===== src/dlls_pkg.sv =====
// Shared types, codes and exp tables for the dense layer unit.
// No dependencies; imported by every module of the block.
package dlls_pkg;

  localparam int VAL_W = 16;
  localparam int ACC_W = 40;
  localparam int NUM_W = 30;
  localparam int DIV_CNT_W = 5;

  localparam logic [1:0] CMD_WEIGHT = 2'd0;
  localparam logic [1:0] CMD_BIAS   = 2'd1;
  localparam logic [1:0] CMD_ACT    = 2'd2;

  localparam logic [1:0] REG_ACT_MODE  = 2'd0;
  localparam logic [1:0] REG_OUT_COUNT = 2'd1;
  localparam logic [1:0] REG_SLOPE     = 2'd2;

  typedef enum logic [1:0] {
    MODE_LEAKY = 2'd0,
    MODE_MAX   = 2'd1,
    MODE_TOTAL = 2'd2,
    MODE_SOFT  = 2'd3
  } sum_mode_t;

  typedef struct packed {
    logic      bias_rd;
    logic      empty;
    logic      mac;
    logic      mac_end;
    logic      sum_rd;
    sum_mode_t mode;
    logic      first;
    logic      last;
    logic      clr_len;
  } dp_cmd_t;

  typedef struct packed {
    logic div_done;
  } dp_stat_t;

  function automatic logic [16:0] exp_int_q16(input logic [3:0] k);
    logic [16:0] r;
    unique case (k)
      4'd0:    r = 17'd65536;
      4'd1:    r = 17'd24109;
      4'd2:    r = 17'd8869;
      4'd3:    r = 17'd3263;
      4'd4:    r = 17'd1200;
      4'd5:    r = 17'd442;
      4'd6:    r = 17'd162;
      4'd7:    r = 17'd60;
      4'd8:    r = 17'd22;
      4'd9:    r = 17'd8;
      4'd10:   r = 17'd3;
      4'd11:   r = 17'd1;
      default: r = 17'd0;
    endcase
    return r;
  endfunction

  function automatic logic [16:0] exp_frac_q16(input logic [3:0] k);
    logic [16:0] r;
    unique case (k)
      4'd0:  r = 17'd65536;
      4'd1:  r = 17'd61565;
      4'd2:  r = 17'd57835;
      4'd3:  r = 17'd54331;
      4'd4:  r = 17'd51039;
      4'd5:  r = 17'd47947;
      4'd6:  r = 17'd45042;
      4'd7:  r = 17'd42313;
      4'd8:  r = 17'd39750;
      4'd9:  r = 17'd37341;
      4'd10: r = 17'd35079;
      4'd11: r = 17'd32954;
      4'd12: r = 17'd30957;
      4'd13: r = 17'd29081;
      4'd14: r = 17'd27319;
      4'd15: r = 17'd25664;
    endcase
    return r;
  endfunction

endpackage


===== src/dlls_ctrl.sv =====
// Sequencer of the dense layer unit: configuration registers, load
// handshake and the per-neuron command schedule. Depends on dlls_pkg.
module dlls_ctrl
  import dlls_pkg::*;
#(
  parameter int OUT_MAX = 64,
  parameter int ROW_W   = 6,
  parameter int AW      = 8,
  parameter int LEN_W   = 9
) (
  input  logic             clk,
  input  logic             rst,
  input  logic             start,
  input  logic [1:0]       command,
  input  logic             last,
  input  logic             cfg_valid,
  output logic             cfg_ready,
  input  logic [1:0]       cfg_index,
  input  logic [15:0]      cfg_value,
  input  logic [LEN_W-1:0] len,
  input  dp_stat_t         stat,
  output logic             busy,
  output dp_cmd_t          cmd,
  output logic [ROW_W-1:0] idx,
  output logic [AW-1:0]    col_sel,
  output logic [15:0]      slope
);

  localparam int CNT_W = $clog2(OUT_MAX + 1);

  typedef enum logic [3:0] {
    S_IDLE, S_BIAS, S_MAC, S_DRAIN, S_LEAKY, S_MAXP, S_TOT, S_SOFT, S_SWAIT, S_WAIT
  } state_t;

  state_t           state, wait_next;
  logic             act_mode;
  logic [6:0]       out_count;
  logic [CNT_W-1:0] n;
  logic [ROW_W-1:0] i;
  logic [AW-1:0]    j;
  logic [2:0]       cnt;
  logic             last_i, last_j;

  assign cfg_ready = 1'b1;
  assign busy      = state != S_IDLE;

  always_comb begin
    if (out_count == '0) begin
      n = CNT_W'(1);
    end else if (32'(out_count) > OUT_MAX) begin
      n = CNT_W'(OUT_MAX);
    end else begin
      n = CNT_W'(out_count);
    end
    last_i = CNT_W'(i) + 1'b1 == n;
    last_j = LEN_W'(j) + 1'b1 == len;
  end

  always_ff @(posedge clk) begin
    if (rst) begin
      act_mode  <= 1'b0;
      out_count <= 7'd64;
      slope     <= 16'd655;
    end else if (cfg_valid && cfg_ready) begin
      unique case (cfg_index)
        REG_ACT_MODE:  act_mode  <= cfg_value[0];
        REG_OUT_COUNT: out_count <= cfg_value[6:0];
        REG_SLOPE:     slope     <= cfg_value;
        default:       ;
      endcase
    end
  end

  always_ff @(posedge clk) begin
    if (rst) begin
      state     <= S_IDLE;
      wait_next <= S_IDLE;
      cmd       <= '0;
      i         <= '0;
      j         <= '0;
      cnt       <= '0;
      idx       <= '0;
      col_sel   <= '0;
    end else begin
      cmd <= '0;
      unique case (state)
        S_IDLE: begin
          if (start && command == CMD_ACT && last) begin
            state <= S_BIAS;
            i     <= '0;
          end
        end
        S_BIAS: begin
          cmd.bias_rd <= 1'b1;
          cmd.empty   <= len == '0;
          idx         <= i;
          j           <= '0;
          cnt         <= '0;
          state       <= (len == '0) ? S_DRAIN : S_MAC;
        end
        S_MAC: begin
          cmd.mac     <= 1'b1;
          cmd.mac_end <= last_j;
          idx         <= i;
          col_sel     <= j;
          j           <= j + 1'b1;
          if (last_j) begin
            state <= S_DRAIN;
          end
        end
        S_DRAIN: begin
          cnt <= cnt + 1'b1;
          if (cnt == 3'd3) begin
            cnt <= '0;
            if (last_i) begin
              cmd.clr_len <= 1'b1;
              i           <= '0;
              state       <= act_mode ? S_MAXP : S_LEAKY;
            end else begin
              i     <= i + 1'b1;
              state <= S_BIAS;
            end
          end
        end
        S_LEAKY: begin
          cmd.sum_rd <= 1'b1;
          cmd.mode   <= MODE_LEAKY;
          cmd.last   <= last_i;
          idx        <= i;
          i          <= i + 1'b1;
          if (last_i) begin
            cnt       <= '0;
            wait_next <= S_IDLE;
            state     <= S_WAIT;
          end
        end
        S_MAXP: begin
          cmd.sum_rd <= 1'b1;
          cmd.mode   <= MODE_MAX;
          cmd.first  <= i == '0;
          idx        <= i;
          i          <= i + 1'b1;
          if (last_i) begin
            i         <= '0;
            cnt       <= '0;
            wait_next <= S_TOT;
            state     <= S_WAIT;
          end
        end
        S_TOT: begin
          cmd.sum_rd <= 1'b1;
          cmd.mode   <= MODE_TOTAL;
          cmd.first  <= i == '0;
          idx        <= i;
          i          <= i + 1'b1;
          if (last_i) begin
            i         <= '0;
            cnt       <= '0;
            wait_next <= S_SOFT;
            state     <= S_WAIT;
          end
        end
        S_SOFT: begin
          cmd.sum_rd <= 1'b1;
          cmd.mode   <= MODE_SOFT;
          cmd.last   <= last_i;
          idx        <= i;
          state      <= S_SWAIT;
        end
        S_SWAIT: begin
          if (stat.div_done) begin
            if (last_i) begin
              cnt       <= '0;
              wait_next <= S_IDLE;
              state     <= S_WAIT;
            end else begin
              i     <= i + 1'b1;
              state <= S_SOFT;
            end
          end
        end
        S_WAIT: begin
          cnt <= cnt + 1'b1;
          if (cnt == 3'd7) begin
            state <= wait_next;
          end
        end
        default: state <= S_IDLE;
      endcase
    end
  end

endmodule


===== config.mk =====
export PLATFORM = sky130hd
export DESIGN_NAME = dlls_ctrl
export DESIGN_NICKNAME = d
export VERILOG_FILES = /design/src/dlls_pkg.sv /design/src/dlls_ctrl.sv
export SDC_FILE = /design/constraint.sdc
export NUM_CORES = 1
export LEC_CHECK = 0
export BUFFER_PORTS_ARGS = -buffer_cell sky130_fd_sc_hd__buf_4
export CAP_MARGIN = 10
export CORE_MARGIN = 1
export CORE_UTILIZATION = 40
export CTS_CLUSTER_SIZE = 40
export DETAILED_ROUTE_END_ITERATION = 10
export PLACE_DENSITY = 0.72
export SLEW_MARGIN = 20
export SYNTH_ARGS = -nofsm -noshare
export SYNTH_HDL_FRONTEND = slang
export SYNTH_SLANG_ARGS = --single-unit

===== constraint.sdc =====
create_clock -name clk -period 3.47 [get_ports clk]
set_input_delay 0 -clock clk [delete_from_list [all_inputs] [get_ports clk]]
set_output_delay 0 -clock clk [all_outputs]
set_load 0.02 [all_outputs]

==> impl_metrics.py, run 1 <==
metrics = {
    "run_status": {
        "status": "complete, no violations",
    },
    "placement": {
        "globalplace.congestion": 0.892,
        "postPlaceCellArea_sq_mm": 0.00427,
        "dpl.hpwl_um": 6490,
        "port_buffers": 75,
        "pre_cts_slack_ns": 0.628,
    },
    "timing": {
        "hold_viol_final": 0,
        "worst_slew_pin_slew_ns": 0.793,
        "finalCriticalPeriod_ns": 2.96,
        "finClkSkew_ns": 0.00896,
        "period_share_pct": 85.2,
        "worst_slack_ns": 0.513,
        "rsz0062_at_grt": "false",
        "setup_viol": 0,
        "drv_slew": 0,
        "fin_tns_setup_ns": 0,
        "fmax_mhz": 338,
        "whs_ns": 0.00862,
        "slew_headroom_pct": 46.8,
    },
    "clock_network": {
        "clkTransAtPathRegs_ns": 0.08,
        "clk_path_buf_depth": 2,
        "cts_tree": "yes",
        "clkLatencyLatePin_ns": 0.35,
        "root_buffer": "clkbuf_8",
        "htreeDepth": 3,
        "cts_made_buffers": 9,
        "cts.sinks": 71,
    },
    "detailed_routing": {
        "top_layer": "met4",
        "wl_met2_um": 4340,
        "avgRoutedWirePerCell_um": 14.7,
        "drt-met1-wl_um": 4330,
        "drtPass1Iterations": 7,
        "route.met3.wl_um": 554,
        "via_count": 3558,
        "drt_iter0_markers": 169,
        "routed_wl_um": 9450,
        "drt-vias-per-instance": 5.52,
        "antenna_left": 0,
        "drc": 0,
    },
    "critical_path": {
        "worstSetupPathType": "register to register",
        "crit_end": "state[3]",
        "critPathLaunch": "i[0]",
        "worstRegToRegCells": 8,
        "rr_endpoint": "state[3]",
        "crit_required_ns": 3.73,
        "cp-start-kind": "register",
        "worstReg2RegStart": "i[0]",
        "path_max_fanout": 11,
        "r2r_slack_ns": 0.51,
        "critPathArrivalTime_ns": 3.21,
        "cp-end-kind": "register",
    },
    "yosys": {
        "synthArstFlopShare_pct": 0,
        "synth_cell_types": 75,
        "ys_warn_count": 0,
        "synthMostInstantiatedCell": "nand2_1",
        "syn_area_sq_mm": 0.00370,
        "ys_ff_latch": 71,
        "ys_seq_area_share_pct": 38.4,
        "postSynthCellCount": 453,
        "avgSynthCellArea_sq_um": 8.16,
        "synth_area_leader_cell": "dfxtp_1",
        "synth.area.top_cells": "dfxtp_1 38%, nand2_1 7.7%, nor2_1 4.9%",
        "synth_commonest_cells": "76 x nand2_1, 71 x dfxtp_1, 48 x nor2_1, 34 x a21oi_1, 22 x nand3_1",
        "synth_top_area_share_pct": 38.4,
        "synth_nets": 495,
        "synth_top_flop_cell": "dfxtp_1",
        "synth_enable_flop_cells": 0,
    },
    "pwr": {
        "power.share.switching_pct": 34.8,
        "comb_power_share_pct": 28.0,
        "p_switching_mw": 0.767,
        "p_int_mw": 1.44,
        "clockPowerShare_pct": 31.1,
        "p_leak_nw": 1.95,
        "ir_drop_uv": 250,
        "p_per_area_mw_per_mm2": 475,
        "power.share.sequential_pct": 40.9,
    },
    "floorplanning": {
        "initial_utilization_pct": 41.8,
        "core_sq_mm": 0.00885,
        "num_rows": 34,
        "dieHeight_um": 98.2,
        "die-area_sq_mm": 0.00964,
        "ioPinCount": 77,
        "die_w_um": 98.2,
    },
    "global_routing": {
        "grtUsageTotal_pct": 19.9,
        "grt_pass1_vias": 3436,
        "grt_remaining_overflow": 0,
        "antenna_found_initial": 0,
        "grt_max_degree": 47,
        "grt_pass1_wl_um": 15800,
    },
    "cells_and_area": {
        "area_delta_synth_final_pct": 25.3,
        "design_area_sq_mm": 0.00463,
        "diodes": 0,
        "fill_cells": 856,
        "drive_above_1_share_pct": 21.6,
        "final_nets": 573,
    },
    "worst_hold_path": {
        "hold_class": "input port to register",
    },
    "flow_run": {
        "maxCapViolCount": 0,
    },
}
==> worst max-delay path: stages, from the launching register on <==
cell	delay, ns
dfxtp_1	0.41
inv_1	0.14
ha_1	0.38
or3_2	0.49
nand3_1	0.09
o2111ai_2	0.17
nor2_1	0.63
o21ai_0	0.26
a211oi_1	0.29
==> stage by stage <==
| stage | utilization, % | instances | power [mW] |
|---|---|---|---|
| 4_1_cts | 52.4 | 644 | 2.20 |
| 2_1_floorplan | - | 453 | 1.31 |
| 5_1_grt | 52.4 | 644 | 2.31 |
| 3_5_place_dp | 48.2 | 612 | 1.51 |
| 3_3_place_gp | 48.2 | 612 | 1.50 |
| 6_report | 52.4 | 644 | 2.20 |
==> routing by layer <==
layer	vias up	global-route usage [%]
met2	119	33.0
met3	25	4.15
met1	1660	25.0
met4	0	8.96
li1	1754	-
met5	-	0
==> registers in the layout, indices dropped and copies added, names as in the netlist <==
| name | count |
|---|---|
| slope | 16 |
| cnt | 3 |
| wait_next | 2 |
| state | 4 |
| j | 8 |
| act_mode | 1 |
| cmd | 10 |
| i | 6 |
| col_sel | 8 |
| idx | 6 |
| out_count | 7 |
==> power groups by stage <==
stage	combinational (mW)	sequential (mW)	clock, mW
after global placement	0.586	0.915	0
final	0.618	0.901	0.685
after detailed placement	0.590	0.917	0
after floorplan	0.402	0.912	0
after CTS	0.609	0.899	0.697
after global routing	0.667	0.906	0.738
==> final cells by class <==
cell class	instances	area [sq um]	area share [%]
clock buffers	9	124	2.67
clock inverters	7	81.3	1.75
inverters	12	45.0	0.972
multi-input cells	341	2070	44.6
flip-flops and latches	71	1420	30.7
well taps	108	135	2.92
repair buffers	96	761	16.4
==> cells by family after synthesis <==
| kind of cell | count (synthesis) | synth area share (%) |
|---|---|---|
| AND/OR/NAND/NOR | 195 | 25.1 |
| other | 1 | 0.101 |
| XOR/XNOR | 18 | 4.26 |
| AO/OA/AOI/OAI | 101 | 18.8 |
| flip-flops | 71 | 38.4 |
| multiplexers | 19 | 5.24 |
| adder cells (fa/ha/maj) | 7 | 2.37 |
| buffers and inverters | 41 | 5.68 |
==> worst min-delay path by stage <==
stage                     cells past startpoint       end         start
after global placement                        3  slope[7]  cfg_value[7]
after detailed placement                      3  slope[7]  cfg_value[7]
final                                         4    cmd[8]        len[2]
after global routing                          4    cmd[8]        len[3]
after floorplan                               2  slope[0]  cfg_value[0]
after CTS                                     4    cmd[8]        len[2]
==> cell usage in the layout, fill, tap and decap left out, types with 4 or more instances in the layout <==
master,Yosys,final
clkinv_4,0,4
clkbuf_8,4,9
ha_1,7,7
a21oi_1,34,34
dlygate4sd3_1,0,16
xor2_1,5,5
and4_1,4,4
mux2i_1,16,16
nand3b_1,5,5
xnor2_1,13,13
a31oi_1,7,7
nand3_1,22,22
nor4_1,5,5
nor3_1,8,8
nor2_1,48,48
buf_4,1,80
o21ai_0,13,13
inv_1,12,12
nor3b_1,5,5
dfxtp_1,71,71
nand2_1,76,76
==> timing repair <==
| action | in CTS | in global routing |
|---|---|---|
| hold buffers | 16 | 0 |
| endpoints found under the hold margin | 24 | 0 |
| buffers inserted | 0 | 0 |
| gates resized for setup | 0 | 0 |
Note: power is estimated with default switching activity, not from simulation.
==> run 2, diff against run 1 <==
- CTS_BUF_LIST: default -> sky130_fd_sc_hd__clkbuf_8
- PLACE_DENSITY: 0.72 -> 0.7
==> impl_metrics.py, run 2 (synthesis gave the netlist of run 1 again) <==
metrics = {
    "run_status": {
        "status": "complete, no violations",
    },
    "placement": {
        "globalplace.congestion": 0.861,
        "port_buffers": 75,
        "dpl.hpwl_um": 6460,
    },
    "pwr": {
        "p_leak_nw": 1.96,
        "p_per_area_mw_per_mm2": 485,
        "ir_drop_uv": 270,
    },
    "cells_and_area": {
        "drive_above_1_share_pct": 21.6,
        "top_register": "slope",
        "area_delta_synth_final_pct": 25.7,
        "layout_common_cells": "80 x buf_4, 76 x nand2_1, 71 x dfxtp_1",
        "final_common_cell": "buf_4",
        "final_nets": 573,
        "diodes": 0,
        "reg_top3": "slope x16, cmd x10",
        "largest_register_ffs": 16,
    },
    "clock_network": {
        "cts_resized": 0,
        "cts_tree": "yes",
        "clk_path_buf_depth": 2,
        "clkTransAtPathRegs_ns": 0.08,
        "root_buffer": "clkbuf_8",
        "htreeDepth": 3,
        "clkLatencyLatePin_ns": 0.35,
        "cts.sinks": 71,
        "cts_made_buffers": 9,
    },
    "floorplanning": {
        "core_sq_mm": 0.00885,
        "die_w_um": 98.2,
        "ioPinCount": 77,
        "initial_utilization_pct": 41.8,
        "die-area_sq_mm": 0.00964,
        "num_rows": 34,
        "dieHeight_um": 98.2,
    },
    "timing": {
        "period_share_pct": 83.2,
        "slew_headroom_pct": 45.8,
        "drv_slew": 0,
        "setup_viol": 0,
        "rsz0062_at_grt": "false",
        "finClkSkew_ns": 0.0111,
        "fin_tns_setup_ns": 0,
        "worst_slew_pin_slew_ns": 0.808,
        "hold_viol_final": 0,
        "finalCriticalPeriod_ns": 2.89,
        "whs_ns": 0.0181,
        "fmax_mhz": 346,
    },
    "critical_path": {
        "cp-start-kind": "register",
        "cp-end-kind": "register",
        "path_max_fanout": 11,
        "crit_required_ns": 3.76,
        "worstRegToRegCells": 9,
        "rr_endpoint": "i[0]",
        "worstReg2RegStart": "i[0]",
        "critPathArrivalTime_ns": 3.18,
        "worstSetupPathType": "register to register",
        "r2r_slack_ns": 0.58,
    },
    "worst_hold_path": {
        "min_from": "cfg_index[0]",
        "hold_class": "input port to register",
        "min_path_cells": 4,
        "hold_path_end": "act_mode",
    },
    "detailed_routing": {
        "routed_wl_um": 9310,
        "via_count": 3519,
        "drtPass1Iterations": 6,
        "drc": 0,
        "antenna_left": 0,
        "drt-vias-per-instance": 5.46,
        "drt_iter0_markers": 201,
        "avgRoutedWirePerCell_um": 14.5,
    },
    "global_routing": {
        "grt_remaining_overflow": 0,
        "grt_pass1_vias": 3245,
        "grtUsageTotal_pct": 19.6,
        "grt_max_degree": 47,
        "grt_pass1_wl_um": 15500,
        "antenna_found_initial": 0,
    },
    "flow_run": {
        "maxCapViolCount": 0,
    },
}
==> run 2: area by class of cell <==
class                           instances  area [sq um]
Fill cell                             822          4200
Multi-Input combinational cell        341          2070
Sequential cell                        71          1420
Timing Repair Buffer                   96           761
Tap cell                              108           135
Clock buffer                            9           124
Clock inverter                          7          95.1
Inverter                               12          45.0
==> run 2: what timing repair did <==
item / CTS / global route
setup buffers: 0 / 0
endpoints found under the hold margin: 24 / 0
hold buffers: 16 / 0
==> run 2: metal layers <==
metal / global-route usage [%] / wire, um
met1: 25.9 / 4420
met2: 31.7 / 4250
met3: 4.29 / 512
met4: 6.89 / 125
met5: 0 / 0
==> run 2: metrics by stage <==
step	setup slack (ns)	utilization [%]	instance area (sq um)	power, mW	std cells
2_1_floorplan	1.07	-	3700	1.31	453
3_3_place_gp	0.759	48.2	4270	1.51	612
3_5_place_dp	0.662	48.2	4270	1.51	612
4_1_cts	0.619	52.5	4650	2.26	644
5_1_grt	0.284	52.5	4650	2.37	644
6_report	0.583	52.5	4650	2.25	644
==> run 2: critical path: stages, from the launching register on <==
cell and delay, ns:
dfxtp_1 0.42, inv_1 0.15, ha_1 0.37, nand2_1 0.07
or4_1 0.41, nand3_1 0.11, o2111ai_2 0.18, nor2_1 0.56
o221a_2 0.39, mux2_2 0.17
==> run 2: how the worst max path moves through the flow <==
stage / from / endpoint / slack, ns / cells after the start
floorplan: i[0] / i[4] / 1.07 / 8
global placement: i[0] / i[0] / 0.76 / 8
detailed placement: i[0] / i[0] / 0.66 / 9
CTS: i[0] / i[0] / 0.62 / 9
global route: i[0] / state[3] / 0.28 / 9
finish: i[0] / i[0] / 0.58 / 9
==> run 2: power by group <==
group,internal [mW],switching (mW)
clock,0.407,0.329
combinational,0.244,0.382
sequential,0.853,0.0372
